==> src/sv/masked_box_blur_3x3_core_macros.svh <==
// ----------------------------------------------------------------------------
// masked box blur assertion macros
// shared concurrent check forms, sampled on clk and quiet during reset
// ----------------------------------------------------------------------------
`ifndef MASKED_BOX_BLUR_3X3_CORE_MACROS_SVH
`define MASKED_BOX_BLUR_3X3_CORE_MACROS_SVH

// invariant that holds at every edge out of reset
`define MBB_CHK_HOLD(lbl, expr, msg) \
	lbl: assert property (@(posedge clk) disable iff (!arst_n) (expr)) else $error(msg);

// implication in the same cycle
`define MBB_CHK_NOW(lbl, ante, cons, msg) \
	lbl: assert property (@(posedge clk) disable iff (!arst_n) (ante) |-> (cons)) \
		else $error(msg);

// implication in the following cycle
`define MBB_CHK_NEXT(lbl, ante, cons, msg) \
	lbl: assert property (@(posedge clk) disable iff (!arst_n) (ante) |=> (cons)) \
		else $error(msg);

`endif

==> src/sv/mbb_pkg.sv <==
// ----------------------------------------------------------------------------
// mbb_pkg
// shared constants, types and the reciprocal table of the masked box blur
// ----------------------------------------------------------------------------
`default_nettype none

package mbb_pkg;

	localparam int DEF_MAX_SIDE     = 1024;
	localparam int DEF_CHANNEL_BITS = 16;
	localparam int CFG_BITS         = 11;
	localparam int PIX_BITS         = 16;
	localparam int DATA_BITS        = 3 * PIX_BITS;
	localparam int RECIP_SHIFT      = 24;
	localparam int RECIP_BITS       = RECIP_SHIFT + 1;
	localparam int COUNT_BITS       = 4;

	// tuser bit positions on the input side
	localparam int USER_MODE = 0;
	localparam int USER_KEEP = 1;

	typedef enum logic [2:0] {
		ST_IDLE,
		ST_RD,
		ST_ZS,
		ST_ROWS,
		ST_COL,
		ST_TOT,
		ST_MUL,
		ST_OUT
	} state_t;

	// per word plan decided at accept time
	typedef struct packed {
		logic zs;
		logic col;
		logic line_wr;
		logic emit;
		logic early;
		logic top;
		logic bot;
		logic left;
		logic right;
		logic last;
	} plan_t;

	// controller to datapath commands
	typedef struct packed {
		logic load;
		logic rd;
		logic zs;
		logic col;
		logic line_wr;
		logic rows;
		logic tot;
		logic mul;
		logic out_load;
		logic top;
		logic bot;
		logic left;
		logic right;
		logic last;
	} cmd_t;

	// datapath to controller status
	typedef struct packed {
		logic out_busy;
	} sts_t;

	// ceil(2^RECIP_SHIFT / n), exact for sums below 2^20
	function automatic logic [RECIP_BITS-1:0] recip(input logic [COUNT_BITS-1:0] n);
		logic [RECIP_BITS-1:0] m;
		case (n)
			4'd1: m = RECIP_BITS'(25'd16777216);
			4'd2: m = RECIP_BITS'(25'd8388608);
			4'd3: m = RECIP_BITS'(25'd5592406);
			4'd4: m = RECIP_BITS'(25'd4194304);
			4'd6: m = RECIP_BITS'(25'd2796203);
			4'd9: m = RECIP_BITS'(25'd1864136);
			default: m = RECIP_BITS'(25'd16777216);
		endcase
		return m;
	endfunction

endpackage

`default_nettype wire

==> src/sv/mbb_ctrl.sv <==
// ----------------------------------------------------------------------------
// mbb_ctrl
// position counters, frame bookkeeping and the sequencer that walks one word
// through the datapath
// ----------------------------------------------------------------------------
`default_nettype none

module mbb_ctrl
	import mbb_pkg::*;
#(
	parameter int MAX_SIDE = DEF_MAX_SIDE,
	parameter int CW       = $clog2(MAX_SIDE + 2),
	parameter int AW       = $clog2(MAX_SIDE)
) (
	input  wire logic                clk,
	input  wire logic                arst_n,
	input  wire logic                cfg_we,
	input  wire logic [CFG_BITS-1:0] cfg_wdata,
	input  wire logic                s_tvalid,
	output logic                     s_tready,
	input  wire logic                in_mode,
	input  wire sts_t                sts,
	output cmd_t                     cmd,
	output logic [AW-1:0]            addr
);

	state_t        state_q, state_d;
	logic [CW-1:0] side_q, row_q, col_q;
	logic [CW-1:0] r, c, nr, nc, side1;
	logic [AW-1:0] addr_q;
	plan_t         plan_q, plan_d;
	logic          accept, ignore, pix, restart, eb;

	assign s_tready = (state_q == ST_IDLE);
	assign accept   = s_tvalid && s_tready;
	assign addr     = addr_q;

	// plan for the word at the port
	always_comb begin
		pix     = !in_mode;
		restart = pix && (row_q >= side_q);
		ignore  = in_mode && (row_q < side_q);
		r       = restart ? '0 : row_q;
		c       = restart ? '0 : col_q;
		side1   = side_q + 1'b1;
		plan_d.zs      = (c == '0);
		plan_d.early   = (c == '0) && (r >= CW'(2));
		plan_d.col     = (r <= side_q) && (c < side_q);
		eb             = plan_d.col && (c != '0) && (r != '0);
		plan_d.emit    = plan_d.early || eb;
		plan_d.line_wr = pix && (r < side_q);
		if (plan_d.early) begin
			plan_d.top   = (r != CW'(2));
			plan_d.bot   = (r <= side_q);
			plan_d.left  = (side_q != CW'(1));
			plan_d.right = 1'b0;
			plan_d.last  = (r == side1);
		end else begin
			plan_d.top   = (r != CW'(1));
			plan_d.bot   = (r < side_q);
			plan_d.left  = (c != CW'(1));
			plan_d.right = 1'b1;
			plan_d.last  = 1'b0;
		end
		if (r >= side1) begin
			nr = '0;
			nc = '0;
		end else if (c + 1'b1 >= side_q) begin
			nr = r + 1'b1;
			nc = '0;
		end else begin
			nr = r;
			nc = c + 1'b1;
		end
	end

	// side register and position counters
	always_ff @(posedge clk or negedge arst_n) begin
		if (!arst_n) begin
			side_q <= CW'(MAX_SIDE);
			row_q  <= '0;
			col_q  <= '0;
			plan_q <= '0;
		end else if (cfg_we) begin
			if (cfg_wdata == '0) begin
				side_q <= CW'(1);
			end else if (32'(cfg_wdata) > 32'(MAX_SIDE)) begin
				side_q <= CW'(MAX_SIDE);
			end else begin
				side_q <= CW'(cfg_wdata);
			end
			row_q <= '0;
			col_q <= '0;
		end else if (accept && !ignore) begin
			row_q  <= nr;
			col_q  <= nc;
			plan_q <= plan_d;
		end
	end

	// line buffer address of the word in flight
	always_ff @(posedge clk) begin
		if (accept && !ignore) begin
			addr_q <= c[AW-1:0];
		end
	end

	always_ff @(posedge clk or negedge arst_n) begin
		if (!arst_n) begin
			state_q <= ST_IDLE;
		end else begin
			state_q <= state_d;
		end
	end

	// next state
	always_comb begin
		state_d = state_q;
		case (state_q)
			ST_IDLE: if (accept && !ignore) state_d = ST_RD;
			ST_RD:   state_d = ST_ZS;
			ST_ZS:   state_d = plan_q.early ? ST_ROWS : ST_COL;
			ST_ROWS: state_d = plan_q.early ? ST_COL : ST_TOT;
			ST_COL: begin
				if (plan_q.emit && !plan_q.early) begin
					state_d = ST_ROWS;
				end else if (plan_q.emit) begin
					state_d = ST_TOT;
				end else begin
					state_d = ST_IDLE;
				end
			end
			ST_TOT:  state_d = ST_MUL;
			ST_MUL:  state_d = ST_OUT;
			ST_OUT:  if (!sts.out_busy) state_d = ST_IDLE;
			default: state_d = ST_IDLE;
		endcase
	end

	// commands
	always_comb begin
		cmd          = '0;
		cmd.load     = accept && !ignore;
		cmd.rd       = (state_q == ST_RD);
		cmd.zs       = (state_q == ST_ZS) && plan_q.zs;
		cmd.col      = (state_q == ST_COL) && plan_q.col;
		cmd.line_wr  = (state_q == ST_COL) && plan_q.line_wr;
		cmd.rows     = (state_q == ST_ROWS);
		cmd.tot      = (state_q == ST_TOT);
		cmd.mul      = (state_q == ST_MUL);
		cmd.out_load = (state_q == ST_OUT) && !sts.out_busy;
		cmd.top      = plan_q.top;
		cmd.bot      = plan_q.bot;
		cmd.left     = plan_q.left;
		cmd.right    = plan_q.right;
		cmd.last     = plan_q.last;
	end

`include "masked_box_blur_3x3_core_macros.svh"

	`MBB_CHK_HOLD(a_row_range, row_q <= side_q + 1'b1, "input row beyond drain rows")
	`MBB_CHK_HOLD(a_col_range, col_q < side_q, "input column beyond image side")
	`MBB_CHK_NEXT(a_out_done, state_q == ST_OUT && !sts.out_busy, state_q == ST_IDLE,
		"result handed over but sequencer did not return to idle")

endmodule

`default_nettype wire

==> config.mk <==
export PLATFORM = sky130hd
export DESIGN_NAME = mbb_ctrl
export DESIGN_NICKNAME = d
export VERILOG_FILES = /design/src/sv/mbb_pkg.sv /design/src/sv/mbb_ctrl.sv
export VERILOG_INCLUDE_DIRS = /design/src /design/src/sv
export SDC_FILE = /design/constraint.sdc
export NUM_CORES = 1
export LEC_CHECK = 0
export BUFFER_PORTS_ARGS = -buffer_cell sky130_fd_sc_hd__buf_2
export CAP_MARGIN = 20
export CORE_UTILIZATION = 55
export CTS_CLUSTER_SIZE = 10
export DETAILED_ROUTE_END_ITERATION = 10
export GPL_ROUTABILITY_DRIVEN = 0
export MAX_ROUTING_LAYER = met4
export PLACE_DENSITY = 0.78
export SYNTH_ARGS = -nofsm -noshare
export SYNTH_HDL_FRONTEND = slang
export SYNTH_SLANG_ARGS = --single-unit
==> constraint.sdc <==
create_clock -name clk -period 4.8 [get_ports clk]
set_input_delay 0.96 -clock clk [delete_from_list [all_inputs] [get_ports clk]]
set_output_delay 0.96 -clock clk [all_outputs]
set_load 0.005 [all_outputs]
==> flow_metrics.env, run 1 <==
export IMPL_status="completed"
export IMPL_met1_usage=0.392
export IMPL_worstPathArrival_ps=4720
export IMPL_syn_inst=494
export IMPL_dieArea_um2=8520
export IMPL_cts_sinks=56
export IMPL_design_area_um2=5070
export IMPL_vias=4146
export IMPL_clock_latency_ps=310
export IMPL_grt_max_degree=47
export IMPL_finalWirelength_mm=12.3
export IMPL_ys_dominant_reg_cell="dfrtp_1"
export IMPL_pre_cts_slack_ps=184
export IMPL_stdcell_count=653
export IMPL_grt_use_met3=0.0357
export IMPL_cpLargestDelayFamily="compound AO/OA/AOI/OAI gates"
export IMPL_setup_viol=0
export IMPL_max_stage_delay_ps=550
export IMPL_port_buffers=41
export IMPL_async_flop_share=0.821
export IMPL_cp_required_ps=5000
export IMPL_dieHeight_um=92.3
export IMPL_cts_buffers=5
export IMPL_nets=629
export IMPL_hp_class="in2async"
export IMPL_setup_worst_path_end="row_q[7]"
export IMPL_grt_pass1_wl_mm=19.9
export IMPL_timing_rr_end="row_q[7]"
export IMPL_start_util=0.574
export IMPL_critPathKind="reg2reg"
export IMPL_avgSynthCellArea_um2=9.08
export IMPL_max_vdd_ir_drop_v=0.000118
export IMPL_critPathMaxFanout=5
export IMPL_power_leakage_nw=2.41
export IMPL_antenna_cells=0
export IMPL_dr_pass1_iters=5
export IMPL_first_iter_violations=413
export IMPL_top_usage_layer="met2"
export IMPL_route_detailed_wl_per_inst_um=18.8
export IMPL_reg2reg_depth=23
export IMPL_dp_hpwl_mm=9.49
export IMPL_ios=42
export IMPL_fillers=639
export IMPL_yosysSeqAreaShare=0.324
export IMPL_antenna_found_initial=0
export IMPL_die_w_um=92.3
export IMPL_timing_critical_path_from="side_q[10]"
export IMPL_cts_root_buf="clkbuf_8"
export IMPL_slew_violations=0
export IMPL_met2_usage=0.491
export IMPL_cp_cell_sequence="inv_1 > ha_4 > a21oi_1 > o21a_1 > o211a_4 > or2_1 > nand2_1 > inv_1 > ha_1 > nand3_1 > nor2_2 > nand4_1 > xor2_1 > nor2_1 > ha_1 > a21o_1 > a21o_1 > a21oi_1 > o21ai_2 > buf_4 > and4_1 > nor4bb_1 > a211o_1"
export IMPL_syn_area_um2=4480
export IMPL_synth_warnings=0
export IMPL_fin_crit_sh=0.941
export IMPL_place_area_um2=4890
export IMPL_power_mw=1.32
export IMPL_seqCellArea_um2=1450
export IMPL_multi_input_area_um2=2840
export IMPL_finClkSkew_ps=6.12
export IMPL_synth_edf_count=10
export IMPL_grt_ovfl_total=0
export IMPL_ant_nets=0
export IMPL_post_route_util=0.649
export IMPL_setup_slack_ps=282
export IMPL_final_layout_size_suffix_gt1_frac=0.178
export IMPL_fin_crit_ps=4520
export IMPL_dp_cells=639
export IMPL_yosysUniqueCellTypes=74
export IMPL_r2r_setup_slack_ps=280
export IMPL_cp_start_kind="register"
export IMPL_rows=32
export IMPL_drcViolationCount=0
export IMPL_hold_viol=0
export IMPL_cp_num_buf_inv=3
export IMPL_finalSetupTns_ps=0
export IMPL_via_per_inst=6.35
export IMPL_cap_violations=0
export IMPL_core_um2=7810
export IMPL_crit_cells=23
export IMPL_area_growth_pct=13.0
export IMPL_cp_slowest_cell="dfstp_2"
export IMPL_relSlewSlack=0.572
export IMPL_htreeDepth=2
export IMPL_whs_ps=481
export IMPL_p_per_area_nw_per_um2=260
export IMPL_cp_end_kind="register"
export IMPL_clockBufferDepth=2
export IMPL_tightest_slew_ps=636
export IMPL_fmax_mhz=221
export IMPL_gr_usage_all_layers=0.311
export IMPL_r2r_start="side_q[10]"
export IMPL_grt_pass1_vias=3972
export IMPL_path_clk_slew_ps=100
export IMPL_ys_seq_elements=56
export IMPL_cts_tree="built"
export IMPL_syn_nets=573
==> synth_stat cells (5+ instances only) <==
| cell | count | share of area |
|---|---|---|
| nor3_1 | 11 | 0.012 |
| o21a_1 | 6 | 0.010 |
| a31oi_1 | 8 | 0.011 |
| nand3b_1 | 6 | 0.010 |
| dfrtp_1 | 45 | 0.25 |
| edfxtp_1 | 10 | 0.067 |
| a22o_1 | 8 | 0.016 |
| nand2_1 | 38 | 0.032 |
| a21oi_1 | 22 | 0.025 |
| nand3_1 | 16 | 0.018 |
| a21o_1 | 5 | 0.0084 |
| nand4_1 | 10 | 0.014 |
| ha_1 | 62 | 0.17 |
| inv_1 | 29 | 0.024 |
| clkbuf_1 | 10 | 0.0084 |
| nor4_1 | 10 | 0.014 |
| nor2b_1 | 5 | 0.0070 |
| o21ai_0 | 21 | 0.023 |
| nor2_1 | 38 | 0.032 |
| buf_4 | 6 | 0.010 |
| xnor2_1 | 15 | 0.029 |
| and3_1 | 15 | 0.021 |
==> routing by layer <==
layer | vias up | wire [um]
li1 | 1940 | -
met1 | 1922 | 4990
met2 | 229 | 5730
met3 | 55 | 926
met4 | 0 | 660
met5 | - | 0
==> report_power, final <==
group	switching [mW]	internal, mW
Sequential	0.0830	0.549
Clock	0.159	0.103
Combinational	0.220	0.204
==> logic make-up after synthesis <==
kind of cell | count (synthesis) | share of synthesized area
compound gates | 120 | 0.193
xor+xnor | 18 | 0.0352
fa+ha+maj | 62 | 0.173
buf+inv | 51 | 0.0488
flops | 56 | 0.324
mux | 3 | 0.00698
simple gates | 184 | 0.219
==> state kept, by name, summed over array words and instances (netlist names) <==
signal   flops
addr        10
cmd          5
col_q       11
plan_q       5
row_q       11
side_q      11
state_q      3
==> worst min path at each step <==
stage,start,endpoint,slack (ps)
after global routing,arst_n,col_q[6],490
after floorplan,cmd[0],cmd[0],450
final,arst_n,col_q[6],480
after CTS,cmd[0],cmd[0],500
after detailed placement,cmd[0],cmd[0],470
after global placement,cmd[3],cmd[3],470
==> placed cells by master, fill, tap and decap left out, drive strengths merged, types with 8 or more instances in the layout <==
master / synthesis / routed
buf: 11 / 70
ha: 62 / 62
dfrtp: 45 / 45
nor2: 39 / 39
nand2: 38 / 38
inv: 30 / 30
a21oi: 24 / 24
o21ai: 24 / 24
nand3: 16 / 16
and3: 15 / 15
xnor2: 15 / 15
nor3: 12 / 12
nand4: 11 / 11
nor4: 10 / 10
edfxtp: 10 / 10
a31oi: 9 / 9
a22o: 8 / 8
==> layout make-up <==
class / count / area share
clock buffers: 6 / 0.0143
flip-flops and latches: 56 / 0.287
well taps: 102 / 0.0252
inverters: 30 / 0.0222
multi-input cells: 387 / 0.561
clock inverters: 2 / 0.00247
repair buffers: 70 / 0.0884
==> worst register-to-register path: cells and delay by family (launching register included) <==
kind            cells  cell delay, ps
compound gates      8            1440
simple gates        8            1190
fa+ha+maj           3             720
flops               1             550
buf+inv             3             360
xor+xnor            1             160
==> repair_timing <==
item,in CTS,in global routing
setup endpoints to repair,0,12
hold buffers,0,0
hold endpoints to repair,0,0
gates resized for setup,0,5
buffers inserted,0,3
No activity file was read; power rests on OpenSTA's default activity.
==> run 2: changes to the inputs <==
--- a/config.mk
+++ b/config.mk
@@ -12,8 +12,8 @@
 export CTS_CLUSTER_SIZE = 10
 export DETAILED_ROUTE_END_ITERATION = 10
 export GPL_ROUTABILITY_DRIVEN = 0
-export MAX_ROUTING_LAYER = met4
 export PLACE_DENSITY = 0.78
+export REMOVE_ABC_BUFFERS = 1
 export SYNTH_ARGS = -nofsm -noshare
 export SYNTH_HDL_FRONTEND = slang
 export SYNTH_SLANG_ARGS = --single-unit
==> run 2 against run 1 <==
  * Final cell count rose by 0.31%
  * Clock power rose by 18%
  * Cell area rose by 0.84%
  * Combinational power barely moved
  * Global-route usage fell by 0.075 points
==> flow_metrics.env, run 2 (synthesized netlist as in run 1, its figures left out) <==
export IMPL_internal_power_mw=0.888
export IMPL_drcViolationCount=0
export IMPL_slew_violations=0
export IMPL_power_mw=1.37
export IMPL_fin_crit_ps=4610
export IMPL_place_area_um2=4880
export IMPL_final_cell_mix="ha_1, dfrtp_1, buf_2, nand2_1, nor2_1"
export IMPL_path_clk_slew_ps=110
export IMPL_p_sw_frac=0.350
export IMPL_status="completed"
export IMPL_hold_viol=0
export IMPL_power_leakage_nw=2.43
export IMPL_dr_pass1_iters=5
export IMPL_cts_tree="built"
export IMPL_antenna_cells=0
export IMPL_cts_sinks=56
export IMPL_clockBufferDepth=2
export IMPL_fin_crit_sh=0.960
export IMPL_setup_viol=0
export IMPL_clock_latency_ps=320
export IMPL_vias=4261
export IMPL_cp_end_kind="register"
export IMPL_r2r_setup_slack_ps=190
export IMPL_switchingPower_mw=0.478
export IMPL_grt_pass1_vias=4056
export IMPL_final_layout_size_suffix_gt1_frac=0.195
export IMPL_hold_buffers=0
export IMPL_cts_buffers=5
export IMPL_reg_top3="col_q x11, row_q x11, side_q x11"
export IMPL_dieHeight_um=92.3
export IMPL_clockPowerShare=0.226
export IMPL_grt_max_degree=47
export IMPL_seqPwrFrac=0.465
export IMPL_critPathKind="reg2reg"
export IMPL_die_w_um=92.3
export IMPL_relSlewSlack=0.585
export IMPL_max_vdd_ir_drop_v=0.000142
export IMPL_ios=42
export IMPL_port_buffers=41
export IMPL_antenna_found_initial=0
export IMPL_dieArea_um2=8520
export IMPL_finClkSkew_ps=8.39
export IMPL_critPathMaxFanout=5
export IMPL_ant_nets=0
export IMPL_worstPathArrival_ps=4830
export IMPL_fmax_mhz=217
export IMPL_finalWirelength_mm=12.9
export IMPL_tightest_slew_ps=617
export IMPL_cap_violations=0
export IMPL_route_detailed_wl_per_inst_um=19.7
export IMPL_grt_ovfl_total=0
export IMPL_nets=631
export IMPL_start_util=0.574
export IMPL_p_per_area_nw_per_um2=267
export IMPL_design_area_um2=5110
export IMPL_cp_start_kind="register"
export IMPL_final_common_cell="ha_1"
export IMPL_finalSetupTns_ps=0
export IMPL_rows=32
export IMPL_gr_usage_all_layers=0.310
export IMPL_cp_required_ps=5020
export IMPL_area_growth_pct=14.0
export IMPL_hp_class="reg2reg"
export IMPL_via_per_inst=6.51
export IMPL_p_comb_frac=0.309
export IMPL_grt_pass1_wl_mm=20.4
export IMPL_first_iter_violations=405
export IMPL_dp_hpwl_mm=9.66
export IMPL_htreeDepth=2
export IMPL_core_um2=7810
export IMPL_cts_root_buf="clkbuf_8"
run 2: cell types whose count changed in the layout (fill, tap and decap cells not counted), sizes merged:
cell	delta
inv	+1
o21ai	+1
buf	+1
clkinv	-1
run 2: final timing paths:
path,startpoint,endpoint,depth (start not counted)
hold reg to reg,cmd[3],cmd[3],2
hold / removal,cmd[3],cmd[3],2
max in group asynchronous,arst_n,row_q[3],2
min in group asynchronous,arst_n,side_q[7],1
setup reg to reg,side_q[10],row_q[7],22
setup / recovery,side_q[10],row_q[7],22
run 2: worst max-delay path, cell delays in order, from the launching register on:
cell      delay [ps]
dfstp_2          560
inv_1             60
ha_2             320
a21oi_2          170
o21a_1           230
o211a_4          210
or2_1            160
nand2_1           90
inv_1            140
ha_2             240
nand3_1          130
nor2_2           180
nand4_1          120
xor2_1           160
nor2_1           130
ha_1             260
a21o_1           160
a21o_1           180
a21oi_2          180
o21ai_2          130
and4_2           300
nor4bb_1         160
a211o_1          240
run 2: what timing repair did:
action                     4_1_cts  5_1_grt
setup buffers                    0        4
setup endpoints to repair        0       22
gates resized for setup          0       14
hold endpoints to repair         0        0
run 2: layout make-up:
type	instances	area, um2
multi-input combinational	388	2860
fill	662	2700
sequential	56	1460
timing repair buffer	71	443
tap	102	128
inverter	30	113
clock buffer	6	93.8
clock inverter	2	16.3
run 2: power by group through the flow:
stage,Clock [mW],Combinational (mW),Sequential [mW]
6_report,0.308,0.422,0.635
2_1_floorplan,0,0.259,0.625
3_5_place_dp,0,0.406,0.643
4_1_cts,0.312,0.407,0.633
3_3_place_gp,0,0.390,0.640
5_1_grt,0.330,0.473,0.651
run 2: routing by layer:
layer  vias to the layer above  part of all wire  GRT usage
li1                       1943                 -          -
met1                      2058              0.40      0.387
met2                       207              0.47      0.509
met3                        53             0.077     0.0589
met4                         0             0.048      0.164
met5                         -                 0          0
run 2: per-stage QoR:
| stage | hold slack, ps | instances | util | worst slack [ps] |
|---|---|---|---|---|
| 6_report | 493 | 655 | 0.654 | 193 |
| 5_1_grt | 528 | 655 | 0.654 | -18.3 |
| 4_1_cts | 495 | 647 | 0.639 | 90.4 |
| 3_5_place_dp | 470 | 639 | 0.625 | 128 |
| 3_3_place_gp | 465 | 639 | 0.625 | 324 |
| 2_1_floorplan | 465 | 473 | - | -44.5 |
==> run 3: changes to the inputs <==
--- a/config.mk
+++ b/config.mk
@@ -8,11 +8,11 @@
 export LEC_CHECK = 0
 export BUFFER_PORTS_ARGS = -buffer_cell sky130_fd_sc_hd__buf_2
 export CAP_MARGIN = 20
-export CORE_UTILIZATION = 55
+export CORE_UTILIZATION = 45
 export CTS_CLUSTER_SIZE = 10
 export DETAILED_ROUTE_END_ITERATION = 10
 export GPL_ROUTABILITY_DRIVEN = 0
-export PLACE_DENSITY = 0.78
+export PLACE_DENSITY = 0.66
 export REMOVE_ABC_BUFFERS = 1
 export SYNTH_ARGS = -nofsm -noshare
 export SYNTH_HDL_FRONTEND = slang
==> constraint.sdc (replaced) <==
create_clock -name clk -period 4.8 [get_ports clk]
set_input_delay 0.96 -clock clk [delete_from_list [all_inputs] [get_ports clk]]
set_output_delay 0.96 -clock clk [all_outputs]
set_load 0.01 [all_outputs]
==> run 3 against run 2 <==
  * Largest cell class unchanged
  * Power decreased by 1.7%
  * Register-to-register slack improved by 100 ps
  * Global-route usage is 5.1 points lower
  * Maximum frequency increased by 2.3%
  * Critical path depth unchanged
  * Via count shrank 1.9%
  * Largest power group unchanged
  * Cell area hardly changed
  * Critical path type unchanged
  * First-iteration DRC count shrank 22%
  * Clock-buffer cell count stayed put
  * The flow now finishes with violations (DRC)
==> flow_metrics.env, run 3 (synthesized netlist as in run 1, its figures left out) <==
export IMPL_status="finished, violations left"
export IMPL_violations="DRC"
export IMPL_clockBufferDepth=2
export IMPL_fin_crit_sh=0.938
export IMPL_power_leakage_nw=2.42
export IMPL_met3_length_um=788
export IMPL_grt_pass1_wl_mm=20.6
export IMPL_ant_nets=0
export IMPL_via_per_inst=6.08
export IMPL_fmax_mhz=222
export IMPL_power_mw=1.34
export IMPL_dr_pass1_iters=8
export IMPL_setup_viol=0
export IMPL_cp_cell_sequence="inv_1 > ha_1 > nand4_2 > a311o_1 > o211a_4 > or2_1 > nand2_2 > inv_1 > ha_2 > nand3_1 > nor2_2 > nand4_1 > xor2_1 > nor2_1 > ha_1 > a21o_1 > a21o_1 > a21oi_2 > o21ai_2 > and4_2 > nor4bb_1 > a211o_1"
export IMPL_start_util=0.461
export IMPL_finalWirelength_mm=12.9
export IMPL_p_per_area_nw_per_um2=262
export IMPL_max_stage_delay_ps=550
export IMPL_cts_sinks=56
export IMPL_routed_top_layer="met4"
export IMPL_hp_class="reg2reg"
export IMPL_relSlewSlack=0.593
export IMPL_place_area_um2=4910
export IMPL_drcViolationCount=1
export IMPL_antenna_cells=0
export IMPL_final_common_cell="ha_1"
export IMPL_finClkSkew_ps=4.17
export IMPL_cts_tree="built"
export IMPL_critPathMaxFanout=6
export IMPL_cts_buffers=5
export IMPL_cap_violations=0
export IMPL_antenna_found_initial=0
export IMPL_htreeDepth=2
export IMPL_cp_start_kind="register"
export IMPL_rows=36
export IMPL_vias=4179
export IMPL_max_vdd_ir_drop_v=0.000109
export IMPL_gr_usage_all_layers=0.259
export IMPL_tightest_slew_ps=610
export IMPL_stdcell_count=687
export IMPL_port_buffers=41
export IMPL_slew_violations=0
export IMPL_critPathKind="reg2reg"
export IMPL_rsz0062_at_grt="no"
export IMPL_fin_crit_ps=4500
export IMPL_route_detailed_wl_per_inst_um=18.7
export IMPL_wl_met1_mm=5.44
export IMPL_grt_pass1_vias=4112
export IMPL_grt_max_degree=47
export IMPL_area_growth_pct=14.1
export IMPL_cpLargestDelayFamily="simple AND/OR/NAND/NOR gates"
export IMPL_design_area_um2=5110
export IMPL_dieHeight_um=102
export IMPL_clock_latency_ps=310
export IMPL_path_clk_slew_ps=100
export IMPL_cp_num_buf_inv=2
export IMPL_grt_ovfl_total=0
export IMPL_die_w_um=102
export IMPL_reg_top3="col_q x11, row_q x11, side_q x11"
export IMPL_dieArea_um2=10400
export IMPL_hold_buffers=0
export IMPL_cp_end_kind="register"
export IMPL_r2r_setup_slack_ps=300
export IMPL_worstPathArrival_ps=4710
export IMPL_nets=632
export IMPL_dp_hpwl_mm=9.82
export IMPL_cp_required_ps=5000
export IMPL_ios=42
export IMPL_final_layout_size_suffix_gt1_frac=0.191
export IMPL_first_iter_violations=314
export IMPL_final_cell_mix="ha_1, dfrtp_1, buf_2, nand2_1, nor2_1"
export IMPL_cts_root_buf="clkbuf_8"
export IMPL_core_um2=9730
export IMPL_dp_cells=669
export IMPL_wl_met2_mm=6.06
export IMPL_hold_viol=0
export IMPL_cp_slowest_cell="dfstp_2"
-- run 3: worst reg2reg max path, cell delays in order (launching register included) --
cell and delay, ps:
dfstp_2 550, inv_1 60, ha_1 330, nand4_2 190, a311o_1 330, o211a_4 160
or2_1 260, nand2_2 120, inv_1 80, ha_2 210, nand3_1 130, nor2_2 60
nand4_1 100, xor2_1 150, nor2_1 70, ha_1 300, a21o_1 160, a21o_1 180
a21oi_2 140, o21ai_2 140, and4_2 300, nor4bb_1 150, a211o_1 240
-- run 3: stage by stage --
step / hold slack (ps) / util / setup slack [ps] / TNS (ps)
global placement: 467 / 0.505 / 248 / 0
detailed placement: 477 / 0.505 / 127 / 0
CTS: 500 / 0.514 / 89.4 / 0
floorplan: 465 / - / -44.5 / -123
finish: 506 / 0.526 / 296 / 0
global route: 540 / 0.526 / 44.6 / 0
-- run 3: path summary, 6_finish.rpt --
check,from,end,cells past startpoint
setup / recovery,side_q[10],row_q[7],22
hold / removal,cmd[0],cmd[0],2
setup reg to reg,side_q[10],row_q[7],22
hold reg to reg,cmd[0],cmd[0],2
max in group asynchronous,arst_n,cmd[3],2
min in group asynchronous,arst_n,side_q[9],1
-- run 3: final cells by class --
class	instances	area (um2)
Inverter	30	116
Sequential cell	56	1450
Clock buffer	6	72.6
Multi-Input combinational cell	387	2830
Fill cell	924	4610
Tap cell	133	166
Timing Repair Buffer	73	462
Clock inverter	2	12.5
-- run 3: repair_timing --
item,in CTS,in global routing
endpoints found under the hold margin,0,0
endpoints found under the setup margin,0,22
resized for setup,0,9
buffers inserted,0,7
-- run 3: power by group --
group	internal, mW	switching, mW
registers	0.549	0.0861
clock network	0.103	0.163
logic	0.204	0.237
-- run 3: layer usage --
metal	vias up	track usage
li1	1953	-
met2	180	0.443
met5	-	0
met1	1989	0.326
met4	0	0.118
met3	57	0.0363
